[src/hdl/hpa_pkg.sv]
// ----------------------------------------------------------------------------
// hpa_pkg
// Shared constants and codes for the HSLA pixel adjust core.
// ----------------------------------------------------------------------------
package hpa_pkg;

    localparam int FRACTION_BITS_DEF = 16;
    localparam int PIX_W             = 8;
    localparam int CFG_DATA_W        = 17;
    localparam int CFG_IDX_W         = 2;

    localparam int HUE_TURN          = 23040;
    localparam int HUE_SIXTH         = 3840;
    localparam int HUE_W             = 15;
    localparam int HNUM_W            = 23;

    localparam int DELTA_ONE         = 4096;
    localparam int DELTA_SHIFT       = 12;
    localparam int ALPHA_TOP         = 100;

    localparam int DIV_STEPS         = 4;

    typedef enum logic [CFG_IDX_W-1:0] {
        CFG_HUE_SHIFT,
        CFG_SAT_DELTA,
        CFG_LIT_DELTA,
        CFG_ALPHA_DELTA
    } t_cfg_idx;

endpackage

[src/hdl/hpa_div.sv]
// ----------------------------------------------------------------------------
// hpa_div
// Pipelined restoring divider, ceil(QUO_W/STAGES) quotient bits per register stage.
// ----------------------------------------------------------------------------
module hpa_div #(
    parameter int NUM_W  = hpa_pkg::HNUM_W,
    parameter int DEN_W  = hpa_pkg::PIX_W,
    parameter int QUO_W  = hpa_pkg::FRACTION_BITS_DEF + 1,
    parameter int STAGES = (hpa_pkg::FRACTION_BITS_DEF + hpa_pkg::DIV_STEPS)
                           / hpa_pkg::DIV_STEPS
) (
    input  logic              i_clk,
    input  logic [STAGES-1:0] i_en,
    input  logic [NUM_W-1:0]  i_num,
    input  logic [DEN_W-1:0]  i_den,
    output logic [QUO_W-1:0]  o_quo
);

    localparam int STEP_N = (QUO_W + STAGES - 1) / STAGES;

    logic [DEN_W-1:0] r_rem [STAGES];
    logic [DEN_W-1:0] r_den [STAGES];
    logic [QUO_W-1:0] r_sh  [STAGES];
    logic [NUM_W-1:0] w_top;

    assign w_top = i_num >> QUO_W;

    for (genvar k = 0; k < STAGES; k++) begin : g_stage
        logic [DEN_W-1:0] w_rem;
        logic [DEN_W-1:0] w_den;
        logic [QUO_W-1:0] w_sh;
        logic [DEN_W-1:0] n_rem;
        logic [QUO_W-1:0] n_sh;

        if (k == 0) begin : g_head
            assign w_rem = w_top[DEN_W-1:0];
            assign w_den = i_den;
            assign w_sh  = i_num[QUO_W-1:0];
        end else begin : g_body
            assign w_rem = r_rem[k-1];
            assign w_den = r_den[k-1];
            assign w_sh  = r_sh[k-1];
        end

        always_comb begin
            logic [DEN_W:0] v_try;
            n_rem = w_rem;
            n_sh  = w_sh;
            v_try = '0;
            for (int j = 0; j < STEP_N; j++) begin
                if (k * STEP_N + j < QUO_W) begin
                    v_try = {n_rem, n_sh[QUO_W-1]};
                    n_sh  = n_sh << 1;
                    if (v_try >= {1'b0, w_den}) begin
                        v_try   = v_try - {1'b0, w_den};
                        n_sh[0] = 1'b1;
                    end
                    n_rem = v_try[DEN_W-1:0];
                end
            end
        end

        always_ff @(posedge i_clk) begin
            if (i_en[k]) begin
                r_rem[k] <= n_rem;
                r_den[k] <= w_den;
                r_sh[k]  <= n_sh;
            end
        end
    end

    assign o_quo = r_sh[STAGES-1];

endmodule

[config.mk]
export PLATFORM = sky130hd
export DESIGN_NAME = hpa_div
export DESIGN_NICKNAME = d
export VERILOG_FILES = /design/src/hdl/hpa_pkg.sv /design/src/hdl/hpa_div.sv
export SDC_FILE = /design/constraint.sdc
export NUM_CORES = 1
export LEC_CHECK = 0
export ABC_CLOCK_PERIOD_IN_PS = 12700
export BUFFER_PORTS_ARGS = -buffer_cell sky130_fd_sc_hd__buf_2
export CELL_PAD_IN_SITES_DETAIL_PLACEMENT = 1
export CELL_PAD_IN_SITES_GLOBAL_PLACEMENT = 1
export CORE_MARGIN = 4
export CORE_UTILIZATION = 52
export CTS_BUF_LIST = sky130_fd_sc_hd__clkbuf_4
export CTS_CLUSTER_SIZE = 16
export DETAILED_ROUTE_END_ITERATION = 12
export PLACE_DENSITY = 0.86
export SKIP_CTS_REPAIR_TIMING = 1
export SLEW_MARGIN = 20
export SYNTH_ARGS = -nofsm -noshare
export SYNTH_HDL_FRONTEND = slang
export SYNTH_SLANG_ARGS = --single-unit
export TNS_END_PERCENT = 5
[constraint.sdc]
create_clock -name i_clk -period 12.7 [get_ports i_clk]
set_clock_uncertainty 0.05 [all_clocks]
set_input_delay 2.54 -clock i_clk [delete_from_list [all_inputs] [get_ports i_clk]]
set_output_delay 2.54 -clock i_clk [all_outputs]
set_load 0.005 [all_outputs]
# == After elaboration in Yosys (flattened, before gate mapping) ==
# Memories as Yosys holds them, arrays and structs flattened.
# Cells that the tools add are included.
# totals
ff_bits,0
mem_bits_rw,165
output_inout_bits,17
wordCells,81
memories,3
# classes
add_sub_neg,17
order_cmp,17
muxes,44
# memory_table
memory,words,word_bits,read_ports,rd_clocked_by_memory_dff,wr,line_no,rtl
r_sh,5,17,5,0,5,hpa_div.sv:23,logic [QUO_W-1:0] r_sh [STAGES];
r_den,5,8,4,0,5,hpa_div.sv:22,logic [DEN_W-1:0] r_den [STAGES];
r_rem,5,8,4,0,5,hpa_div.sv:21,logic [DEN_W-1:0] r_rem [STAGES];
# op_table
op,n
$ge 9x8->1,16
$mux 8,17
$sub 8x8->8,16
$mux 1,27
$ge 7x8->1,1
$sub 7x8->8,1

# == Depth between registers and ports, before layout ==
# Gate-level depths: netlist of run 1.
# An unclocked memory read counts as a cell.
# depth
word_depth,9
mapped_depth,36

# == Worst setup path after synthesis of run 1 ==
# OpenSTA, ideal clock, no wires.
# synth_path
kind,input-to-reg
from,input port i_den[1]
to,"memory r_rem[0][1] (netlist bit), data pin"
setup_ns,0.260
arrival_ns,9.607
required_ns,12.390
slack_ns,2.783
stages,30
n_path_buf,0
cell_sequence,inv_1 -> fa_1 -> a21o_1 -> o21ai_2 -> a311oi_4 -> mux2_2 -> ha_1 -> and3_1 -> a21oi_1 -> nand3_1 -> nand3_1 -> nand2_1 -> mux2i_1 -> ha_1 -> nor2b_1 -> o21a_1 -> o31ai_1 -> a21oi_1 -> o21bai_1 -> a221oi_4 -> mux2i_1 -> ha_1 -> nor2b_1 -> o21ai_0 -> a21oi_1 -> o31ai_1 -> a21oi_1 -> a211oi_1 -> mux2i_4 -> mux2_4
# synth_lines
element,line_no,rtl
"start, declared",hpa_div.sv:15,"input logic [DEN_W-1:0] i_den,"
"end, declared",hpa_div.sv:21,

==> results by group, run 1 <==
Worst setup path
  – Cell with the most instances on the worst path: a21oi_1
  – Worst r2r src: r_den[0][1]$_DFFE_PP_
  – CP max stage delay: ~580 ps
  – Worst path slowest cell: a311oi_4
  – Worst reg2reg path depth: 29
  – Max FO, Critical Path: 10
  – Setup crit end: r_rem[0][2]$_DFFE_PP_
  – CP startpoint: i_den[1]
  – WS Path Type: in2reg
  – Req. time, crit path: 12990 ps
  – Startpoint types: primary input
  – Worst R2R Setup Slack: 1790 ps
  – Crit. End Element: register
  – Reg-to-reg endpoint: r_rem[0][14]$_DFFE_PP_
  – Worst path arrival time: between 10000 and 15000 ps

STA
  – Fin crit share: 86.83%
  – Max-slew violations: 0
  – Final Hold Viols: 0
  – Final Worst Setup Slack: around 1700 ps
  – Setup violators final: 0
  – Final min period: 11030 ps
  – Fmax: 90.69 MHz
  – Least-Margin Pin Slew: 1008 ps
  – Slew margin rel.: 32.82%
  – Unrepaired setup endpoints after global routing: no
  – Setup TNS: 0 ps

Cells and area
  – Layout cells sized above 1: 16.09%
  – Fin nets: 1337
  – Area grow syn2layout: 7.648%

Clock network
  – Clk sinks: 149
  – H-Tree Depth: 4
  – Total CTS buffers: 17
  – Clk slew on worst S/H paths: 170 ps
  – Skew-Pair Late Insertion Delay: 600 ps
  – Root Driver: clkbuf_4
  – Clock Tree Buf Depth: 2
  – CTS tree: built

Floorplan
  – Die height: 158.3 µm
  – Starting density of the core: between 50% and 60%
  – Cell Rows: 54
  – Core Area: roughly 0.022 mm²
  – IO Count: between 50 and 60
  – Die Area: 0.02506 mm²
  – Die W: approximately 160 µm

Placed design
  – Port bufs: 53
  – Setup WS pre-CTS: 1293 ps
  – Routability cong.: 0.8987
  – Hpwl dp: 25510 µm

Global route
  – Vias in the first global route: 9579
  – First-pass GRT wire length: just over 50000 µm
  – All-Layer GR Usage: 26.65%
  – Overflow left after global routing: 0
  – Pin count of the biggest net entering global routing: 34
  – Initial antenna violation count: 1

Yosys
  – Synthesized cell area: 0.01175 mm²
  – Yosys reg bits: about 150
  – Unique cell type count in the Yosys netlist: between 70 and 80
  – Ys async rst share: 0%
  – Yosys warnings: 0
  – Post-synthesis sequential area ratio: 38.09%
  – Synthesized Nets: 1272
  – Synthesized area per cell: 10.84 µm²
  – Post-Synthesis Cells: around 1100
  – EDFF count, synth: 149
  – Most used DFF post-synth: edfxtp_1

Detailed routing
  – # DRC: 0
  – Average vias per placed instance: 6.164
  – Drt first pass iters: 4
  – Antenna Violating Nets Remaining: 0
  – Drt wl/cell: roughly 23 µm
  – Via count: 8894
  – Final wirelength: 32580 µm
  – Starting DRC count in detailed routing: roughly 630

Hold path
  – Hold Crit Class: reg2reg

Status
  – Status: finished clean

Flow run
  – Max-Cap Viols: 0
## state kept, by name, indices dropped and copies added, names as in the netlist
signal / cells
r_sh: 85
r_den: 32
r_rem: 32
## routing by layer
metal	track usage, %	share of wire, %	up-vias
li1	-	-	4200
met1	32.53	42	4388
met2	47.35	51	224
met3	3.778	4.1	82
met4	11.01	3.8	0
met5	0	0	-
## worst min-delay path by stage
stage	startpoint	endpoint	slack [ps]	depth (start not counted)
2_1_floorplan	r_sh[0][0]$_DFFE_PP_	r_sh[0][21]$_DFFE_PP_	350	0
3_3_place_gp	r_sh[0][35]$_DFFE_PP_	r_sh[0][56]$_DFFE_PP_	350	0
3_5_place_dp	r_sh[0][20]$_DFFE_PP_	r_sh[0][41]$_DFFE_PP_	360	0
4_1_cts	r_sh[0][11]$_DFFE_PP_	r_sh[0][32]$_DFFE_PP_	360	0
5_1_grt	r_sh[0][9]$_DFFE_PP_	r_sh[0][30]$_DFFE_PP_	380	0
6_report	r_sh[0][11]$_DFFE_PP_	r_sh[0][32]$_DFFE_PP_	360	0
## cells in the final DEF (no fill, tap or decap), types with 6 or more instances in the layout
| cell type | synthesis | layout |
|---|---|---|
| or3_1 | 6 | 6 |
| xor2_1 | 15 | 15 |
| nand2b_1 | 10 | 10 |
| mux2_4 | 7 | 7 |
| inv_1 | 109 | 109 |
| nor3_1 | 24 | 24 |
| o31a_1 | 9 | 9 |
| nand2_1 | 44 | 44 |
| o21a_1 | 16 | 16 |
| a21oi_1 | 55 | 55 |
| a211oi_1 | 8 | 8 |
| o21ai_0 | 43 | 43 |
| and3_1 | 21 | 21 |
| nand4_1 | 16 | 16 |
| nor2_1 | 59 | 59 |
| mux2i_1 | 19 | 19 |
| inv_6 | 0 | 6 |
| buf_2 | 5 | 53 |
| or2_2 | 9 | 9 |
| nand3_1 | 18 | 18 |
| ha_1 | 135 | 135 |
| edfxtp_1 | 149 | 149 |
| mux2_2 | 61 | 61 |
| nor2b_1 | 23 | 23 |
| and2_1 | 7 | 7 |
| xnor2_1 | 51 | 51 |
| o211ai_1 | 7 | 7 |
| o21bai_1 | 12 | 12 |
| a21o_1 | 36 | 36 |
| fa_1 | 16 | 16 |
| clkbuf_4 | 0 | 18 |
## worst max-delay path: cells and delay by family
| family | cells | cell delay [ps] |
|---|---|---|
| AND/OR/NAND/NOR | 6 | 1210 |
| buffers and inverters | 2 | 400 |
| adder cells (fa/ha/maj) | 4 | 1310 |
| AO/OA/AOI/OAI | 14 | 3940 |
| multiplexers | 5 | 1880 |
## cells by family (layout without fill, tap and decap cells)
kind of cell / after synthesis / after routing / share of synthesized area [%]
AO/OA/AOI/OAI: 259 / 259 / 16.26
other: 0 / 1 / 0
AND/OR/NAND/NOR: 252 / 252 / 11.10
buffers and inverters: 118 / 196 / 3.856
multiplexers: 89 / 89 / 8.671
adder cells (fa/ha/maj): 151 / 151 / 17.11
XOR/XNOR: 66 / 66 / 4.921
flip-flops: 149 / 149 / 38.09
## Yosys cell counts (23+ instances only)
library cell	instances	share of area, %
o21ai_0	43	1.8
ha_1	135	14
xnor2_1	51	3.8
nor3_1	24	1.0
nor2b_1	23	1.2
nand2_1	44	1.4
inv_1	109	3.5
edfxtp_1	149	38
mux2_2	61	5.8
a21o_1	36	2.3
a21oi_1	55	2.3
nor2_1	59	1.9
## through the flow
stage | instance area, µm² | util (%) | instances | hold WS (ps)
2_1_floorplan | 11750 | - | 1084 | 350.3
3_3_place_gp | 12320 | 55.94 | 1409 | 350.8
3_5_place_dp | 12320 | 55.94 | 1409 | 356.3
4_1_cts | 12630 | 57.36 | 1441 | 363.4
5_1_grt | 12640 | 57.41 | 1443 | 381.2
6_report | 12640 | 57.41 | 1443 | 361.6
## area by class of cell
cell class,count,area (µm²)
sequential,149,4474
antenna,1,2.502
multi-input combinational,817,6819
fill,2380,9382
timing repair buffer,54,272.8
tap,280,350.3
inverter,110,412.9
clock inverter,15,185.2
clock buffer,17,127.6
Power of run 1 is not shown: default switching activity piles up to over one toggle a cycle in this logic, so the estimate is an artifact.
==> run 2: changes to the inputs <==
ABC_AREA = 1   (was default)
CORE_UTILIZATION = 50   (was 52)
PLACE_DENSITY = 0.87   (was 0.86)
==> run 2 against run 1 <==
Worst hold slack gained 2.7 ps. First-iteration DRC count shrank 12%. Register-to-register slack gained 2600 ps. Fmax grew 27%. Wire length grew 7.6%. Final cell count grew 28%. Sequential cell count is the same. Die area grew 7.7%. Global-route usage shrank 0.11 points. Synthesized cell count grew 34%. Critical path type unchanged. Critical endpoint is now r_rem[0][6]$_DFFE_PP_.
==> results by group, run 2 <==
Hold path
  – Hold Path Depth: 0 (unchanged)
  – Worst hold start: r_sh[0][60]$_DFFE_PP_
  – Hold Crit Class: reg2reg
  – Worst hold path endpoint: r_sh[0][78]$_DFFE_PP_

Cells and area
  – Register area: 0.004474 mm² (unchanged)
  – Most frequent cells in the layout: nand2_1, inv_1, edfxtp_1
  – # fillers: 2951 (+24%)
  – Largest Register: r_sh
  – Most common cell after layout, fill and taps aside: nand2_1
  – Largest register FFs: 85 (unchanged)
  – Layout cells sized above 1: 12.05% (-4.0 points)
  – Largest regs: r_sh x85, r_den x32, r_rem x32
  – Fin nets: 1702 (+27%)
  – Area grow syn2layout: 7.151%
  – Multi-input logic area: 0.006802 mm² (-0.26%)

Clock network
  – Root Driver: clkbuf_4
  – CTS tree: built
  – H-Tree Depth: 4 (unchanged)
  – Clk slew on worst S/H paths: 150 ps (-20 ps)
  – Total CTS buffers: 17 (unchanged)
  – Clk sinks: 149 (unchanged)
  – Clock Tree Buf Depth: 2 (unchanged)
  – Skew-Pair Late Insertion Delay: 590 ps (about the same)

Worst setup path
  – Worst r2r src: r_den[0][9]$_DFFE_PP_
  – Cell with the most instances on the worst path: nand2_1
  – CP max stage delay: 440 ps (-140 ps)
  – Req. time, crit path: 12980 ps (about the same)
  – Reg-to-reg endpoint: r_rem[0][17]$_DFFE_PP_
  – WS Path Type: in2reg
  – Worst reg2reg path depth: 36 (+24%)
  – Crit. End Element: register
  – Worst path arrival time: 8950 ps (-2370 ps)
  – Max FO, Critical Path: 16 (+6)
  – Worst path slowest cell: o21ai_0
  – Startpoint types: primary input
  – Worst R2R Setup Slack: 4430 ps (+2640 ps)

STA
  – Max-slew violations: 0 (unchanged)
  – Setup TNS: 0 ps (unchanged)
  – Final Hold Viols: 0 (unchanged)
  – Least-Margin Pin Slew: 964.7 ps (-43.01 ps)
  – Fmax: 115.3 MHz (+27%)
  – Final min period: 8674 ps (-2354 ps)
  – Fin crit share: 68.30% (-19 points)
  – Unrepaired setup endpoints after global routing: no
  – Setup violators final: 0 (unchanged)
  – Slew margin rel.: 35.69% (+2.9 points)

Yosys
  – Area share of the largest cell type after synthesis: 36.64% (-1.5 points)
  – Post-synth top cells: nand2_1, inv_1, edfxtp_1, ha_1, a21oi_1
  – Synth area leaders: edfxtp_1, ha_1, nand2_1
  – Synthesized cell area: 0.01221 mm² (+4.0%)
  – Post-synthesis sequential area ratio: 36.64% (-1.5 points)
  – Most frequent cell after synthesis: nand2_1
  – Yosys reg bits: 149 (unchanged)
  – Post-Synthesis Cells: 1452 (+34%)
  – EDFF count, synth: 149 (unchanged)
  – Yosys warnings: 0 (unchanged)
  – Synthesized Nets: 1640 (+29%)
  – Ys async rst share: 0% (unchanged)
  – Area leader, netlist: edfxtp_1
  – Unique cell type count in the Yosys netlist: 49 (-37%)
  – Most used DFF post-synth: edfxtp_1
  – Synthesized area per cell: 8.411 µm² (-22%)

Detailed routing
  – Drt wl/cell: 18.98 µm (-16%)
  – Via count: 10320 (+16%)
  – Antenna Violating Nets Remaining: 0 (unchanged)
  – Final wirelength: 35050 µm (+7.6%)
  – Average vias per placed instance: 5.585 (-9.4%)
  – Drt first pass iters: 5 (+1)
  – # DRC: 0 (unchanged)
  – Starting DRC count in detailed routing: 556 (-12%)

Global route
  – First-pass GRT wire length: 55660 µm (+7.8%)
  – Pin count of the biggest net entering global routing: 34 (unchanged)
  – All-Layer GR Usage: 26.54% (-0.11 points)
  – Vias in the first global route: 11000 (+15%)
  – Overflow left after global routing: 0 (unchanged)
  – Initial antenna violation count: 1 (unchanged)

Flow run
  – Max-Cap Viols: 0 (unchanged)

Placed design
  – Hpwl dp: 27750 µm (+8.8%)
  – Port bufs: 53 (unchanged)
  – Routability cong.: 0.8889 (-1.1%)

Floorplan
  – Starting density of the core: 51.42% (-1.9 points)
  – Die Area: 0.02699 mm² (+7.7%)
  – Die height: 164.3 µm (+3.8%)
  – Core Area: 0.02375 mm² (+7.8%)
  – IO Count: 54 (unchanged)
  – Cell Rows: 56 (+3.7%)
  – Die W: 164.3 µm (+3.8%)

Status
  – Status: finished clean
-- run 2: area by class of cell --
type	instances	share of cell area, %
timing repair buffer	53	2.027
clock buffer	17	0.9752
sequential	149	34.19
multi-input combinational	1071	51.97
inverter	222	6.377
clock inverter	15	1.386
antenna	1	0.01912
tap	319	3.050
-- run 2: how the worst max path moves through the flow --
stage / slack [ps] / endpoint / start
after floorplan: 4650 / r_rem[0][1]$_DFFE_PP_ / i_num[16]
after detailed placement: 3470 / r_rem[0][6]$_DFFE_PP_ / i_den[1]
final: 4030 / r_rem[0][6]$_DFFE_PP_ / i_num[16]
after global routing: 3400 / r_rem[0][6]$_DFFE_PP_ / i_den[1]
after global placement: 3950 / r_rem[0][3]$_DFFE_PP_ / i_den[1]
after CTS: 4080 / r_rem[0][6]$_DFFE_PP_ / i_den[1]
-- run 2: worst max-delay path, delay by kind of cell --
kind / cells / cell delay, ps
AND/OR/NAND/NOR: 23 / 2840
adder cells (fa/ha/maj): 5 / 1570
AO/OA/AOI/OAI: 7 / 1230
buffers and inverters: 7 / 740
-- run 2: per-stage QoR --
stage | util (%) | instances | hold slack, ps | worst slack [ps] | area [µm²]
final | 55.09 | 1847 | 364.3 | 4026 | 13090
after floorplan | - | 1452 | 350.3 | 4649 | 12210
after CTS | 55.08 | 1846 | 365.6 | 4083 | 13080
after global placement | 53.78 | 1814 | 350.7 | 3950 | 12770
after detailed placement | 53.78 | 1814 | 355.7 | 3467 | 12770
after global routing | 55.09 | 1847 | 378.1 | 3396 | 13090
-- run 2: cells by family (layout without fill, tap and decap cells) --
family / after synthesis / in the layout / synth area share, %
simple gates: 654 / 654 / 24.68
other cells: 0 / 1 / 0
compound gates: 188 / 188 / 8.964
buf+inv: 232 / 307 / 7.673
xor+xnor: 78 / 78 / 5.594
fa+ha+maj: 151 / 151 / 16.45
flops: 149 / 149 / 36.64
-- run 2: routing by layer --
layer	global-route usage, %	vias to the layer above	share of wire, %
li1	-	4939	-
met1	31.45	5001	41
met2	47.31	280	50
met3	3.764	95	3.8
met4	12.50	0	4.4
met5	0	-	0
Power of run 2 is left out for the same reason.
==> run 3: changes to the inputs <==
ABC_CLOCK_PERIOD_IN_PS = 7100   (was 12700)
CORE_UTILIZATION = 45   (was 50)
PLACE_DENSITY = 0.83   (was 0.87)
clock period = 7.1 ns   (was 12.7 ns; I/O delays follow)
==> run 3 against run 2 <==
Sequential cell count stayed put. Wire length is 13% higher. Worst setup slack worse by 3800 ps. Critical path type unchanged. Global-route usage is 1.6 points lower. Die area is 11% higher. Critical path depth is 1 higher.
==> results by group, run 3 (synthesis results as in run 2) <==
Status
  – Status: finished clean

STA
  – Setup violators final: 0 (unchanged)
  – Fin crit share: 96.25%
  – Final Hold Viols: 0 (unchanged)
  – Max-slew violations: 0 (unchanged)
  – Slew margin rel.: 35.25% (-0.44 points)
  – Final hold slack: 369.7 ps (+5.338 ps)
  – Least-Margin Pin Slew: 971.3 ps (+6.642 ps)
  – Unrepaired setup endpoints after global routing: yes
  – Final min period: 6834 ps
  – Fmax: 146.3 MHz

Clock network
  – Total CTS buffers: 17 (unchanged)
  – Root Driver: clkbuf_4
  – H-Tree Depth: 4 (unchanged)
  – Clk sinks: 149 (unchanged)
  – CTS tree: built
  – Skew-Pair Late Insertion Delay: 570 ps (-20 ps)
  – Clock Tree Buf Depth: 2 (unchanged)
  – Clk slew on worst S/H paths: 150 ps (about the same)

Floorplan
  – Die height: 172.7 µm (+5.1%)
  – Core Area: 0.02680 mm² (+13%)
  – Die W: 172.7 µm (+5.1%)
  – IO Count: 54 (unchanged)
  – Die Area: 0.02984 mm² (+11%)
  – Cell Rows: 60 (+7.1%)
  – Starting density of the core: 45.57% (-5.8 points)

Placed design
  – Routability cong.: 0.9271 (+4.3%)
  – Placed Area: 0.01379 mm² (+8.0%)
  – Hpwl dp: 30080 µm (+8.4%)
  – Port bufs: 53 (unchanged)

Worst setup path
  – WS Path Type: in2reg
  – Worst path arrival time: 7120 ps (-1830 ps)
  – Buffers and inverters on the worst path: 11 (+4)
  – Cell with the most instances on the worst path: nand2_1
  – Max FO, Critical Path: 13 (-3)
  – Worst path slowest cell: ha_1
  – Crit. End Element: register
  – Req. time, crit path: 7390 ps (-5590 ps)
  – CP max stage delay: 370 ps (-70 ps)
  – Startpoint types: primary input
  – Top delay family on crit path: simple AND/OR/NAND/NOR gates

Detailed routing
  – Via count: 10970 (+6.3%)
  – Average vias per placed instance: 5.423 (-2.9%)
  – # DRC: 0 (unchanged)
  – Drt wl/cell: 19.52 µm (+2.8%)
  – Antenna Violating Nets Remaining: 0 (unchanged)
  – Starting DRC count in detailed routing: 664 (+19%)
  – Final wirelength: 39480 µm (+13%)
  – Drt first pass iters: 5 (unchanged)

Cells and area
  – Layout cells sized above 1: 23.26% (+11 points)
  – Fin area: 0.01462 mm² (+12%)
  – Largest regs: r_sh x85, r_den x32, r_rem x32
  – Most frequent cells in the layout: nand2_1, inv_1, edfxtp_1
  – Largest register FFs: 85 (unchanged)
  – Fin nets: 1856 (+9.0%)
  – Largest Register: r_sh
  – Area grow syn2layout: 19.73%
  – Most common cell after layout, fill and taps aside: nand2_1

Global route
  – First-pass GRT wire length: 60490 µm (+8.7%)
  – Overflow left after global routing: 0 (unchanged)
  – Pin count of the biggest net entering global routing: 34 (unchanged)
  – Vias in the first global route: 11790 (+7.2%)
  – Initial antenna violation count: 1 (unchanged)
  – All-Layer GR Usage: 24.95% (-1.6 points)

Flow run
  – Max-Cap Viols: 0 (unchanged)

Hold path
  – Hold Crit Class: reg2reg
[run 3: layout make-up]
type,instances,area [µm²]
Antenna cell,1,2.502
Clock inverter,14,177.7
Fill cell,3224,12180
Tap cell,341,426.7
Multi-Input combinational cell,1074,7114
Inverter,222,852.1
Clock buffer,18,135.1
Timing Repair Buffer,204,1440
Sequential cell,149,4474
[run 3: worst paths after layout]
path | startpoint | endpoint | slack, ps | depth (start not counted)
worst max-delay path | i_num[16] | r_rem[0][3]$_DFFE_PP_ | 270 | 43
worst max register to register | r_sh[0][16]$_DFFE_PP_ | r_rem[0][8]$_DFFE_PP_ | 270 | 43
worst min register to register | r_sh[0][23]$_DFFE_PP_ | r_sh[0][44]$_DFFE_PP_ | 370 | 0
worst min-delay path | r_sh[0][23]$_DFFE_PP_ | r_sh[0][44]$_DFFE_PP_ | 370 | 0
[run 3: worst register-to-register path, delay by kind of cell, from the launching register on]
| kind | cells | cell delay [ps] |
|---|---|---|
| xor+xnor | 1 | 170 |
| buf+inv | 10 | 1150 |
| simple gates | 19 | 1890 |
| compound gates | 8 | 1240 |
| flops | 1 | 440 |
| fa+ha+maj | 5 | 1630 |
[run 3: routing by layer]
metal	wire [µm]	GRT usage (%)
met1	15510	28.93
met2	21240	46.21
met3	1258	3.629
met4	1471	10.18
met5	0	0
[run 3: through the flow]
stage               setup slack (ps)  util (%)  TNS [ps]  std cells
finish                         266.3     54.56         0       2023
global route                  -231.3     54.56     -2807       2023
global placement              -58.18     51.47    -437.8       1963
CTS                           -158.2     52.63     -1007       1995
floorplan                      169.2         -         0       1452
detailed placement            -550.3     51.47     -5474       1963
Power of run 3 is left out for the same reason.
